**config.mk**
```make
export PLATFORM = sky130hd
export DESIGN_NAME = hhc_ctrl
export DESIGN_NICKNAME = d
export VERILOG_FILES = /design/src/hdl/hhc_pkg.sv /design/src/hdl/hhc_ctrl.sv
export SDC_FILE = /design/constraint.sdc
export NUM_CORES = 1
export LEC_CHECK = 0
export ABC_CLOCK_PERIOD_IN_PS = 2200
export BUFFER_PORTS_ARGS = -buffer_cell sky130_fd_sc_hd__buf_2
export CAP_MARGIN = 5
export CORE_MARGIN = 1.5
export CORE_UTILIZATION = 49
export DETAILED_ROUTE_END_ITERATION = 7
export GPL_TIMING_DRIVEN = 0
export PLACE_DENSITY = 0.82
export SETUP_SLACK_MARGIN = 0.1
export SYNTH_ARGS = -nofsm -noshare
export SYNTH_HDL_FRONTEND = slang
export SYNTH_SLANG_ARGS = --single-unit
export TNS_END_PERCENT = 50
```
**constraint.sdc**
```tcl
create_clock -name clk -period 2.2 [get_ports clk]
set_clock_uncertainty 0.2 [all_clocks]
set_input_delay 0.11 -clock clk [delete_from_list [all_inputs] [get_ports clk]]
set_output_delay 0.11 -clock clk [all_outputs]
set_load 0.05 [all_outputs]
```
**src/hdl/hhc_pkg.sv**
```systemverilog
`default_nettype none
package hhc_pkg;

  localparam int HEAP_SIZE    = 4096;
  localparam int HANDLE_COUNT = 32;
  localparam int AW = $clog2(HEAP_SIZE);
  localparam int PW = $clog2(HEAP_SIZE + 1);
  localparam int HW = $clog2(HANDLE_COUNT);
  localparam int LW = $clog2(HANDLE_COUNT + 1);
  localparam int HDR_BYTES = 4;
  localparam logic [7:0] CANARY = 8'h47;
  localparam logic [12:0] THR_RESET = 13'd256;

  typedef enum logic [2:0] {
    CMD_ALLOC, CMD_FREE, CMD_SIZE, CMD_ADDR, CMD_WRITE, CMD_READ, CMD_COMPACT, CMD_VERIFY
  } cmd_t;

  localparam logic [2:0] STS_OK       = 3'd0;
  localparam logic [2:0] STS_FULL     = 3'd1;
  localparam logic [2:0] STS_BAD_H    = 3'd2;
  localparam logic [2:0] STS_UNALLOC  = 3'd3;
  localparam logic [2:0] STS_CANARY   = 3'd4;
  localparam logic [2:0] STS_DIRTY    = 3'd5;
  localparam logic [2:0] STS_OFFSET   = 3'd6;
  localparam logic [2:0] STS_SKIPPED  = 3'd7;

  localparam logic [1:0] REG_THRESHOLD = 2'd0;

  typedef enum logic [4:0] {
    ST_IDLE, ST_DISP, ST_HCHK, ST_RD_H0, ST_RD_H1, ST_RD_C, ST_EVAL, ST_FREE_WR,
    ST_BYTE_WR, ST_BYTE_RD, ST_BYTE_CAP, ST_A_CHK, ST_A_WR, ST_C_CHK, ST_C_LOOP,
    ST_C_H0, ST_C_H1, ST_C_H2, ST_C_H3, ST_CP_RD, ST_CP_WR, ST_C_END, ST_OUT
  } state_t;

  typedef struct packed {
    logic [7:0]  write_byte;
    logic [11:0] byte_offset;
    logic [5:0]  handle_in;
    logic [11:0] request_size;
    cmd_t        cmd;
  } in_item_t;

  typedef struct packed {
    logic [12:0] peak_used;
    logic [5:0]  handles_in_use;
    logic [12:0] free_bytes;
    logic [11:0] answer;
    logic [5:0]  handle_out;
    logic [2:0]  status;
  } out_item_t;

  typedef struct packed {
    state_t op;
    logic   latch;
    logic   out_load;
  } ctrl_cmd_t;

  typedef struct packed {
    cmd_t cmd;
    logic hin_bad;
    logic h_inval;
    logic a_fail;
    logic chk_fail;
    logic thr_skip;
    logic pos_end;
    logic past_end;
    logic blk_dirty;
    logic same_pos;
    logic copy_last;
    logic wr_last;
  } dp_stat_t;

endpackage
`default_nettype wire

```
**src/hdl/hhc_ctrl.sv**
```systemverilog
`default_nettype none
module hhc_ctrl (
  input  wire                 clk,
  input  wire                 rst_n,
  input  wire                 in_valid,
  output logic                in_ready,
  output logic                out_valid,
  input  wire                 out_ready,
  input  hhc_pkg::dp_stat_t   stat,
  output hhc_pkg::ctrl_cmd_t  ctrl
);
  import hhc_pkg::*;

  state_t state_r, state_nxt;
  logic   out_valid_r, out_valid_nxt;
  logic   load;

  always_ff @(posedge clk) begin
    if (!rst_n) begin
      state_r     <= ST_IDLE;
      out_valid_r <= 1'b0;
    end else begin
      state_r     <= state_nxt;
      out_valid_r <= out_valid_nxt;
    end
  end

  always_comb begin
    state_nxt = state_r;
    load      = 1'b0;
    unique case (state_r)
      ST_IDLE:     if (in_valid) state_nxt = ST_DISP;
      ST_DISP: begin
        unique case (stat.cmd)
          CMD_ALLOC:   state_nxt = ST_A_CHK;
          CMD_COMPACT: state_nxt = ST_C_CHK;
          CMD_FREE, CMD_SIZE, CMD_ADDR, CMD_WRITE, CMD_READ, CMD_VERIFY:
                       state_nxt = ST_HCHK;
          default:     state_nxt = ST_HCHK;
        endcase
      end
      ST_HCHK:     state_nxt = (stat.hin_bad || stat.h_inval) ? ST_OUT : ST_RD_H0;
      ST_RD_H0:    state_nxt = ST_RD_H1;
      ST_RD_H1:    state_nxt = ST_RD_C;
      ST_RD_C:     state_nxt = ST_EVAL;
      ST_EVAL: begin
        if (stat.chk_fail) state_nxt = ST_OUT;
        else if (stat.cmd == CMD_FREE) state_nxt = ST_FREE_WR;
        else if (stat.cmd == CMD_WRITE) state_nxt = ST_BYTE_WR;
        else if (stat.cmd == CMD_READ) state_nxt = ST_BYTE_RD;
        else state_nxt = ST_OUT;
      end
      ST_FREE_WR:  state_nxt = ST_OUT;
      ST_BYTE_WR:  state_nxt = ST_OUT;
      ST_BYTE_RD:  state_nxt = ST_BYTE_CAP;
      ST_BYTE_CAP: state_nxt = ST_OUT;
      ST_A_CHK:    state_nxt = stat.a_fail ? ST_OUT : ST_A_WR;
      ST_A_WR:     state_nxt = stat.wr_last ? ST_OUT : ST_A_WR;
      ST_C_CHK:    state_nxt = stat.thr_skip ? ST_OUT : ST_C_LOOP;
      ST_C_LOOP:   state_nxt = stat.pos_end ? ST_C_END : ST_C_H0;
      ST_C_H0:     state_nxt = ST_C_H1;
      ST_C_H1:     state_nxt = ST_C_H2;
      ST_C_H2:     state_nxt = ST_C_H3;
      ST_C_H3: begin
        if (stat.past_end) state_nxt = ST_C_END;
        else if (stat.blk_dirty || stat.same_pos) state_nxt = ST_C_LOOP;
        else state_nxt = ST_CP_RD;
      end
      ST_CP_RD:    state_nxt = ST_CP_WR;
      ST_CP_WR:    state_nxt = stat.copy_last ? ST_C_LOOP : ST_CP_RD;
      ST_C_END:    state_nxt = ST_OUT;
      ST_OUT: begin
        if (!out_valid_r || out_ready) begin
          load      = 1'b1;
          state_nxt = ST_IDLE;
        end
      end
      default:     state_nxt = ST_IDLE;
    endcase
  end

  always_comb begin
    if (load) out_valid_nxt = 1'b1;
    else if (out_ready) out_valid_nxt = 1'b0;
    else out_valid_nxt = out_valid_r;
  end

  assign in_ready      = (state_r == ST_IDLE);
  assign out_valid     = out_valid_r;
  assign ctrl.op       = state_r;
  assign ctrl.latch    = (state_r == ST_IDLE) && in_valid;
  assign ctrl.out_load = load;

  a_load_only_in_out: assert property (@(posedge clk) disable iff (!rst_n)
    load |-> state_r == ST_OUT) else $error("result loaded outside output state");
  a_result_not_lost: assert property (@(posedge clk) disable iff (!rst_n)
    (out_valid_r && !out_ready) |=> out_valid_r) else $error("pending result dropped");
  a_accept_goes_disp: assert property (@(posedge clk) disable iff (!rst_n)
    ctrl.latch |=> state_r == ST_DISP) else $error("accepted transaction not dispatched");

endmodule
`default_nettype wire

```
==> key figures, run 1 <==
Job
  • Max-cap violations: 0

Pwr
  • Switching Fraction: a little under three fifths
  • PwrDens: roughly 1100 mW/mm^2
  • Sequential share of power: 16.5%
  • Internal Power: about 0.53 mW
  • Clk network pwr share: about a tenth
  • NetSw: between 0.6 and 0.7 mW
  • Leakage: 0.399 nW
  • Peak VDD IR: 681 uV
  • Comb pwr share: approximately three quarters

Finish
  • # diodes: 0
  • NumNets Final: between 150 and 200
  • Share of layout cells above drive strength 1: 35.5%
  • Area delta synth->final: 29.0%
  • Post-Layout Cell Count: 157
  • Final Core Density: 68.9%

Setup path
  • CP Class: flip-flop to output port
  • Worst Setup End Kind: output port
  • Setup crit start kind: flip-flop
  • Critical Path Max Stage Delay: 350 ps
  • CP max FO: 10
  • Cells along the critical path: buf_2, buf_2, nor4_4, and2_4, buf_4
  • Critical path required time: between 1500 and 2000 ps
  • Most common cell on crit path: buf_2
  • CP Data Arrival Time: 1680 ps
  • Critical path's slowest cell: dfxtp_2

Clock network
  • Inserted Clock Buffers: 3
  • CTS sink cnt: 6
  • Clk buf depth: 2
  • H-tree Lvls: 1
  • Reg clk slew, reported paths: approximately 50 ps
  • CTS tree: built
  • Post-CTS Setup Inserts: 0
  • Root buf cell: clkbuf_4
  • Clk Latency, worst-skew pair: 260 ps

Place
  • Buffers on Ports: 25
  • Gpl congestion: slightly below 1
  • Pre-CTS setup slack: around 330 ps
  • DP HPWL: around 1.9 mm
  • Cells after DPL: 151

Route
  • WL final: ~2.6 mm
  • Remaining DRCs: 0
  • Number of DRC markers in iteration 0: 58
  • WL/cell: 16.7 um
  • DRT Pass-1 Iters: 4
  • Via density: between 6 and 7
  • DR vias: about 1,100
  • Post-route ant nets: 0

Min path
  • Worst Hold Class: primary input to flip-flop

STA
  • Final hold slack: around 40 ps
  • Fin worst setup slack: 208 ps
  • Relative max-transition margin: between 70% and 80%
  • Final setup TNS: 0 ps
  • Final setup fails: 0
  • Unrepaired setup endpoints after global routing: false
  • Peak Freq: between 500 and 600 MHz
  • Number of hold violations in the final report: 0
  • Final worst-path cycle share: 90.5%
  • Slew @ Worst Pin: approximately 380 ps
  • Fin. max-slew vios: 0
  • Post-layout minimum cycle time: roughly 2000 ps

Logic synthesis
  • Most used flip-flop cell after synthesis: dfxtp_1
  • Syn Area/Cell: 7.48 sq um
  • Synth warn: 0
  • Synth top area cells: dfxtp_1 15%, nor2_1 5.5%, nand2b_1 5.3%, a221oi_2 3.6%, a31oi_1 3.0%
  • Most frequent cell after synthesis: nor2_1
  • Ys async rst share: 0%
  • Synth top cells by count: 12 x nor2_1, 7 x nand2b_1, 6 x dfxtp_1, 6 x inv_1
  • EDFF count, synth: 0
  • Post-synth top area share: around 15%
  • Synthesized area: slightly above 800 sq um
  • Synth cell types: 47
  • Yosys reg bits: 6
  • Area leader, netlist: dfxtp_1
  • Net count after synthesis: about 130
  • Register area share after synthesis: between 10 and 15%
  • Synthesized instance count: 110

Outcome
  • Outcome: finished clean

Global routing
  • Largest net degree at the start of global routing: 12
  • First-pass GRT wire length: around 4.1 mm
  • Grt ovf: 0
  • Total track usage: slightly below 30%
  • Vias in the first global route: between 800 and 900
  • Initial antenna violation count: 0

Floorplan
  • Chip Height: about 44 um
  • FP Rows: 14
  • Top-Level Pins: 27
  • DIE AREA: around 0.0019 sq mm
  • Core Region: ~0.0015 sq mm
  • Initial cell density of the core: between 50% and 60%
  • Die X: approximately 44 um
-- area by class of cell --
type	count	area [sq um]
multi-input combinational	88	639
fill	139	479
timing repair buffer	28	158
sequential	6	130
buffer	10	70.1
clock buffer	3	22.5
inverter	6	22.5
tap	16	20.0
-- metal layers --
metal  vias to the layer above  share of wire [%]  global-route usage, %  wire length, um
li1                        489                  -                      -                -
met1                       478                 40                   38.1             1050
met2                        79                 47                   45.6             1220
met3                         7                 12                   7.92              307
met4                         0                1.8                   9.09               48
met5                         -                  0                      0                0
-- cells in the final DEF (no fill, tap or decap), types with 4 or more instances in the layout --
master	count
nor3_1	4
nand2b_1	7
o21ai_0	4
nor2b_1	4
o22ai_1	4
a21oi_1	4
buf_4	4
nor2_1	12
a31oi_1	4
inv_1	6
buf_2	27
-- registers in the layout, summed over array words and instances, names as in the netlist --
signal,flops
out_valid,1
state_r,5
-- stage by stage --
step                power (mW)  area [sq um]
floorplan                0.857           862
finish                    1.17          1060
detailed placement        1.04          1010
CTS                       1.16          1060
global placement          1.04          1010
global route              1.24          1060
-- critical path: cells and delay by family (launching register included) --
kind	cells	cell delay [ps]
buffers and inverters	3	590
and+or+nand+nor	2	470
DFF	1	350
-- kinds of logic (layout without fill, tap and decap cells) --
| logic type | count (synthesis) | count (layout) | synth area share (%) |
|---|---|---|---|
| flops | 6 | 6 | 14.6 |
| buf+inv | 16 | 47 | 9.42 |
| simple gates | 49 | 49 | 38.8 |
| xor+xnor | 2 | 2 | 2.13 |
| compound gates | 37 | 37 | 35.1 |
-- timing repair --
item                       in CTS  in global routing
hold endpoints to repair        4                  0
hold buffers                    3                  0
gates resized for setup         1                  0
pin swaps                       0                  1
setup endpoints to repair       1                  1
-- path summary, 6_finish.rpt --
path                     end  slack (ps)  cells past startpoint       start
setup / recovery     ctrl[1]         210                      5  state_r[2]
hold / removal    state_r[1]          40                      3     stat[8]
setup reg to reg  state_r[2]         280                      5  state_r[0]
hold reg to reg    out_valid         450                      3   out_valid
-- power groups by stage --
stage	logic, mW	clock network [mW]	registers [mW]
2_1_floorplan	0.580	0	0.278
3_3_place_gp	0.843	0	0.194
3_5_place_dp	0.843	0	0.195
4_1_cts	0.856	0.112	0.192
5_1_grt	0.919	0.118	0.200
6_report	0.869	0.111	0.194
(Power assumes the default switching activity.)
==> run 2, diff against run 1 <==
Settings changed: MAX_ROUTING_LAYER set to met4.
==> run 2 against run 1 <==
Effect of this change: global-route usage is 0.10 points lower; cell count stayed put; via count is 0.19% higher; first-iteration DRC count is 40% higher; maximum frequency is 0.44% higher; non-clock buffer count stayed put; core utilization stayed put; clock power is 13% lower; routed wire length is 4.6% lower; sequential power hardly changed; total power is 0.91% lower; largest power group unchanged.
==> key figures, run 2 (synthesis results as in run 1) <==
Outcome
  • Outcome: finished clean

Setup path
  • CP Data Arrival Time: about 1700 ps
  • Worst Path Buf+Inv: 3
  • Cells along the critical path: buf_2, buf_2, nor4_4, and2_4, buf_4
  • CP delay by family, top: buffers and inverters
  • CP max FO: 10
  • CP Class: flip-flop to output port
  • Worst Setup End Kind: output port
  • RR Startpoint: state_r[0]
  • Critical Path Max Stage Delay: between 300 and 400 ps
  • Most common cell on crit path: buf_2
  • Critical path's slowest cell: dfxtp_2
  • Setup crit start kind: flip-flop
  • Worst setup path startpoint: state_r[2]
  • Critical path required time: about 1900 ps

Clock network
  • H-tree Lvls: 1
  • Post-CTS Setup Inserts: 0
  • Reg clk slew, reported paths: 40 ps
  • CTS sink cnt: 6
  • CTS tree: built
  • Clk buf depth: 2
  • Clk Latency, worst-skew pair: approximately 240 ps
  • Inserted Clock Buffers: 3
  • Root buf cell: clkbuf_4

Route
  • Via density: between 6 and 7
  • DRT Pass-1 Iters: 4
  • DR vias: ~1,100
  • Number of DRC markers in iteration 0: 81
  • Routed wl met2: approximately 1.1 mm
  • DRT met1 WL: around 1.0 mm
  • Top Layer Used: met4
  • Met3 wire length: ~290 um
  • Remaining DRCs: 0
  • WL final: 2.50 mm
  • Post-route ant nets: 0
  • WL/cell: 15.9 um

Floorplan
  • Core Region: approximately 0.0015 sq mm
  • Chip Height: roughly 44 um
  • Die X: roughly 44 um
  • FP Rows: 14
  • Initial cell density of the core: between 50% and 60%
  • DIE AREA: between 0.0015 and 0.002 sq mm
  • Top-Level Pins: 27

STA
  • Slew @ Worst Pin: ~420 ps
  • Peak Freq: approximately 500 MHz
  • Fin worst setup slack: roughly 220 ps
  • Final setup fails: 0
  • Final worst-path cycle share: between 90 and 100%
  • Post-layout minimum cycle time: 1980 ps
  • Unrepaired setup endpoints after global routing: false
  • Final setup TNS: 0 ps
  • Number of hold violations in the final report: 0
  • Relative max-transition margin: between 70% and 80%
  • Fin. max-slew vios: 0

Global routing
  • Largest net degree at the start of global routing: 12
  • Vias in the first global route: a little under 900
  • Grt ovf: 0
  • First-pass GRT wire length: ~4.1 mm
  • Initial antenna violation count: 0
  • Total track usage: 28.8%

Min path
  • Worst Hold Class: primary input to flip-flop
  • Hold Path Origin: stat[8]

Finish
  • Most frequent cells in the layout: 27 x buf_2, 12 x nor2_1, 7 x nand2b_1
  • Largest register FFs: 5
  • Post-route cell area: 0.00106 sq mm
  • Most common cell after layout, fill and taps aside: buf_2
  • NumNets Final: 161
  • Fillers: 134
  • # diodes: 0
  • Reg with most FFs: state_r
  • Post-Layout Cell Count: ~160
  • Area delta synth->final: 29.0%
  • Share of layout cells above drive strength 1: 35.5%

Job
  • Max-cap violations: 0

Place
  • DP HPWL: about 1.9 mm
  • Pre-CTS setup slack: 330 ps
  • Placed cell areas: 0.00101 sq mm
  • Cells after DPL: around 150
  • Gpl congestion: between 0.9 and 1
  • Buffers on Ports: 25

Pwr
  • PwrDens: 1100 mW/mm^2
  • Leakage: around 0.4 nW
  • Peak VDD IR: 894 uV
  • Power consumption: approximately 1.2 mW
run 2: cell counts in the layout (fill, tap and decap cells not counted):
Identical to the previous run, type by type.
run 2: per-stage QoR:
| step | utilization, % | hold WS [ps] |
|---|---|---|
| floorplan | - | 36.1 |
| global placement | 65.3 | 188 |
| detailed placement | 65.3 | 180 |
| CTS | 68.9 | 52.0 |
| global route | 68.9 | 69.3 |
| finish | 68.9 | 55.4 |
run 2: path summary, 6_finish.rpt:
kind | to | slack [ps] | cells past startpoint
setup / recovery | ctrl[1] | 220 | 5
setup reg to reg | state_r[0] | 310 | 4
hold reg to reg | out_valid | 440 | 3
hold / removal | state_r[1] | 60 | 3
run 2: tightest hold or removal path, delay by kind of cell:
kind	cells	cell delay, ps
compound gates	2	260
buf+inv	1	90
run 2: layout make-up:
class | count | area (sq um) | area share, %
Sequential cell | 6 | 130 | 12.2
Clock buffer | 3 | 22.5 | 2.12
Inverter | 6 | 22.5 | 2.12
Buffer | 10 | 70.1 | 6.60
Multi-Input combinational cell | 88 | 639 | 60.2
Timing Repair Buffer | 28 | 158 | 14.8
Tap cell | 16 | 20.0 | 1.88
run 2: power by group:
group	internal, mW	switching, mW	total (mW)
Clock	0.0614	0.0353	0.0967
Combinational	0.322	0.553	0.875
Sequential	0.144	0.0484	0.193
Total	0.528	0.636	1.16
run 2: timing repair:
action	in CTS	in global routing
resized for setup	1	0
endpoints found under the hold margin	3	0
hold buffers	3	0
pin swaps	0	1
setup endpoints to repair	1	1
run 2: per-layer routing:
metal,up-vias,track usage [%]
met5,-,-
met4,0,4.24
met3,6,7.50
met2,87,41.8
met1,473,40.8
li1,489,-
==> run 3, diff against run 2 <==
Settings changed: ABC_AREA set to 1, CORE_UTILIZATION 49 to 50, PLACE_DENSITY 0.82 to 0.83.
==> run 3 against run 2 <==
Effect of this change: clock power about the same; cell count up 27%; worst hold slack worse by 34 ps; via count up 2.9%; total power down 12%; non-clock buffer count down 7; setup slack better by 73 ps; sequential cell count unchanged; final area down 4.4%; global-route usage down 2.2 points; critical path type unchanged.
==> key figures, run 3 <==
Logic synthesis
  • Synth cell types: 23
  • Synth warn: 0
  • Synth top cells by count: 34 x nand2_1, 33 x nor2_1, 25 x nand3_1, 14 x inv_1
  • Most frequent cell after synthesis: nand2_1
  • Net count after synthesis: 172
  • Synthesized instance count: about 150
  • EDFF count, synth: 0
  • Post-synth top area share: approximately 15%
  • Register area share after synthesis: between 10% and 20%
  • Area leader, netlist: nand2_1
  • Ys async rst share: 0%
  • Yosys reg bits: 6
  • Syn Area/Cell: 5.38 sq um
  • Most used flip-flop cell after synthesis: dfxtp_1
  • Synth top area cells: nand2_1 15%, nand3_1 15%, nor2_1 15%, dfxtp_1 15%, inv_1 6.3%
  • Synthesized area: slightly above 800 sq um

Pwr
  • PwrDens: 1010 mW/mm^2
  • Leakage: around 0.55 nW
  • Peak VDD IR: a little under 800 uV

Setup path
  • CP Class: flip-flop to output port
  • Setup crit start kind: flip-flop
  • CP Data Arrival Time: 1600 ps
  • Critical Path Max Stage Delay: between 400 and 500 ps
  • Reg2Reg Depth: 9
  • CP max FO: 10
  • Most common cell on crit path: nor2_1
  • WP depth: 7
  • Cells along the critical path: buf_6, nand3_1, nor2_1, inv_2, nor2_1, buf_4, buf_2
  • Critical path's slowest cell: dfxtp_1
  • Worst Setup End Kind: output port
  • Worst Path Buf+Inv: 4
  • Critical path required time: approximately 1900 ps
  • CP delay by family, top: buffers and inverters

Place
  • DP HPWL: 1.84 mm
  • Pre-CTS setup slack: around 550 ps
  • Buffers on Ports: 26
  • Gpl congestion: about 0.91

Floorplan
  • DIE AREA: between 0.0015 and 0.002 sq mm
  • Initial cell density of the core: approximately 54%
  • FP Rows: 14
  • Die X: 43.7 um
  • Top-Level Pins: 27
  • Chip Height: roughly 44 um
  • Core Region: 0.00152 sq mm

STA
  • Slew @ Worst Pin: 354 ps
  • Final worst-path cycle share: just under 90%
  • Peak Freq: ~520 MHz
  • Fin. max-slew vios: 0
  • Unrepaired setup endpoints after global routing: false
  • Relative max-transition margin: 76.3%
  • Post-layout minimum cycle time: between 1500 and 2000 ps
  • Number of hold violations in the final report: 0
  • Final setup fails: 0
  • Fin worst setup slack: a little under 300 ps

Job
  • Max-cap violations: 0

Route
  • Top Layer Used: met4
  • DRT met1 WL: about 950 um
  • WL final: between 2 and 2.5 mm
  • Remaining DRCs: 0
  • Via density: about 5.4
  • Post-route ant nets: 0
  • Met3 wire length: 210 um
  • Routed wl met2: between 1 and 1.5 mm
  • DR vias: 1,086
  • DRT Pass-1 Iters: 4
  • WL/cell: 11.1 um
  • Number of DRC markers in iteration 0: 64

Finish
  • # diodes: 0
  • Share of layout cells above drive strength 1: between 20% and 30%
  • Final Core Density: 66.7%
  • Largest register FFs: 5
  • NumNets Final: between 200 and 250
  • Reg with most FFs: state_r
  • Most frequent cells in the layout: 34 x nand2_1, 33 x nor2_1, 26 x buf_2
  • Area delta synth->final: 22.7%
  • Most common cell after layout, fill and taps aside: nand2_1

Min path
  • Hold Path Depth: 4
  • Worst Hold Class: primary input to flip-flop

Global routing
  • Vias in the first global route: a little over 900
  • First-pass GRT wire length: between 3 and 4 mm
  • Initial antenna violation count: 0
  • Largest net degree at the start of global routing: 11
  • Grt ovf: 0
  • Total track usage: 26.6%

Clock network
  • Post-CTS Setup Inserts: 0
  • CTS sink cnt: 6
  • CTS tree: built
  • Reg clk slew, reported paths: approximately 40 ps
  • Resize count post-CTS: 0
  • Root buf cell: clkbuf_4
  • Inserted Clock Buffers: 3
  • H-tree Lvls: 1
  • Clk buf depth: 2
  • Clk Latency, worst-skew pair: 240 ps

Outcome
  • Outcome: finished clean
## run 3: cell types whose count changed in the layout (fill, tap and decap cells not counted), sizes merged, moves of 3 or more
| cell | previous run | this run |
|---|---|---|
| a211oi | 3 | 0 |
| a31oi | 4 | 0 |
| a41oi | 3 | 0 |
| clkbuf | 6 | 3 |
| inv | 6 | 20 |
| nand2 | 3 | 37 |
| nand2b | 7 | 0 |
| nand3 | 2 | 25 |
| nor2 | 12 | 41 |
| nor2b | 4 | 0 |
| nor4 | 3 | 0 |
| o22ai | 4 | 1 |
## run 3: area by class of cell
class	instances	area, sq um
fillers	148	508
inverters	21	78.8
repair buffers	27	140
multi-input cells	123	597
well taps	16	20.0
plain buffers	4	37.5
clock buffers	3	22.5
flip-flops and latches	6	120
## run 3: per-layer routing
metal / vias to the layer above / track usage (%)
met5: - / -
met4: 0 / 3.03
met3: 6 / 5.00
met2: 60 / 41.8
met1: 468 / 36.5
li1: 552 / -
## run 3: worst paths after layout
| check | startpoint | endpoint | slack [ps] |
|---|---|---|---|
| min | out_ready | out_valid | 20 |
| max reg2reg | state_r[0] | state_r[2] | 530 |
| max | state_r[4] | ctrl[0] | 290 |
| min reg2reg | out_valid | out_valid | 420 |
## run 3: stage by stage
step	TNS (ps)	area, sq um	hold WS, ps	std cells	total power [mW]
final	0	1020	21.3	200	1.03
after global routing	0	1020	63.3	200	1.11
after CTS	0	1020	17.5	200	1.03
after detailed placement	0	983	126	196	0.924
after global placement	0	983	124	196	0.923
after floorplan	-31.4	833	7.63	154	0.760
## run 3: what timing repair did
action / 4_1_cts / 5_1_grt
endpoints found under the hold margin: 6 / 0
hold buffers: 1 / 0
endpoints found under the setup margin: 0 / 0
## run 3: tightest hold or removal path: cells and delay by family
family	cells	cell delay, ps
and+or+nand+nor	1	40
AOI/OAI and AO/OA	1	80
buffers and inverters	2	170
## run 3: power breakdown
part / switching [mW] / internal, mW / total (mW)
sequential: 0.0466 / 0.137 / 0.184
combinational: 0.534 / 0.215 / 0.749
clock: 0.0353 / 0.0614 / 0.0967
## run 3: logic make-up (layout without fill, tap and decap cells)
| kind of cell | Yosys count | in the layout | synth area share, % |
|---|---|---|---|
| AND/OR/NAND/NOR | 113 | 113 | 64.8 |
| AO/OA/AOI/OAI | 9 | 9 | 5.59 |
| flip-flops | 6 | 6 | 14.5 |
| XOR/XNOR | 1 | 1 | 1.06 |
| buffers and inverters | 25 | 55 | 14.0 |
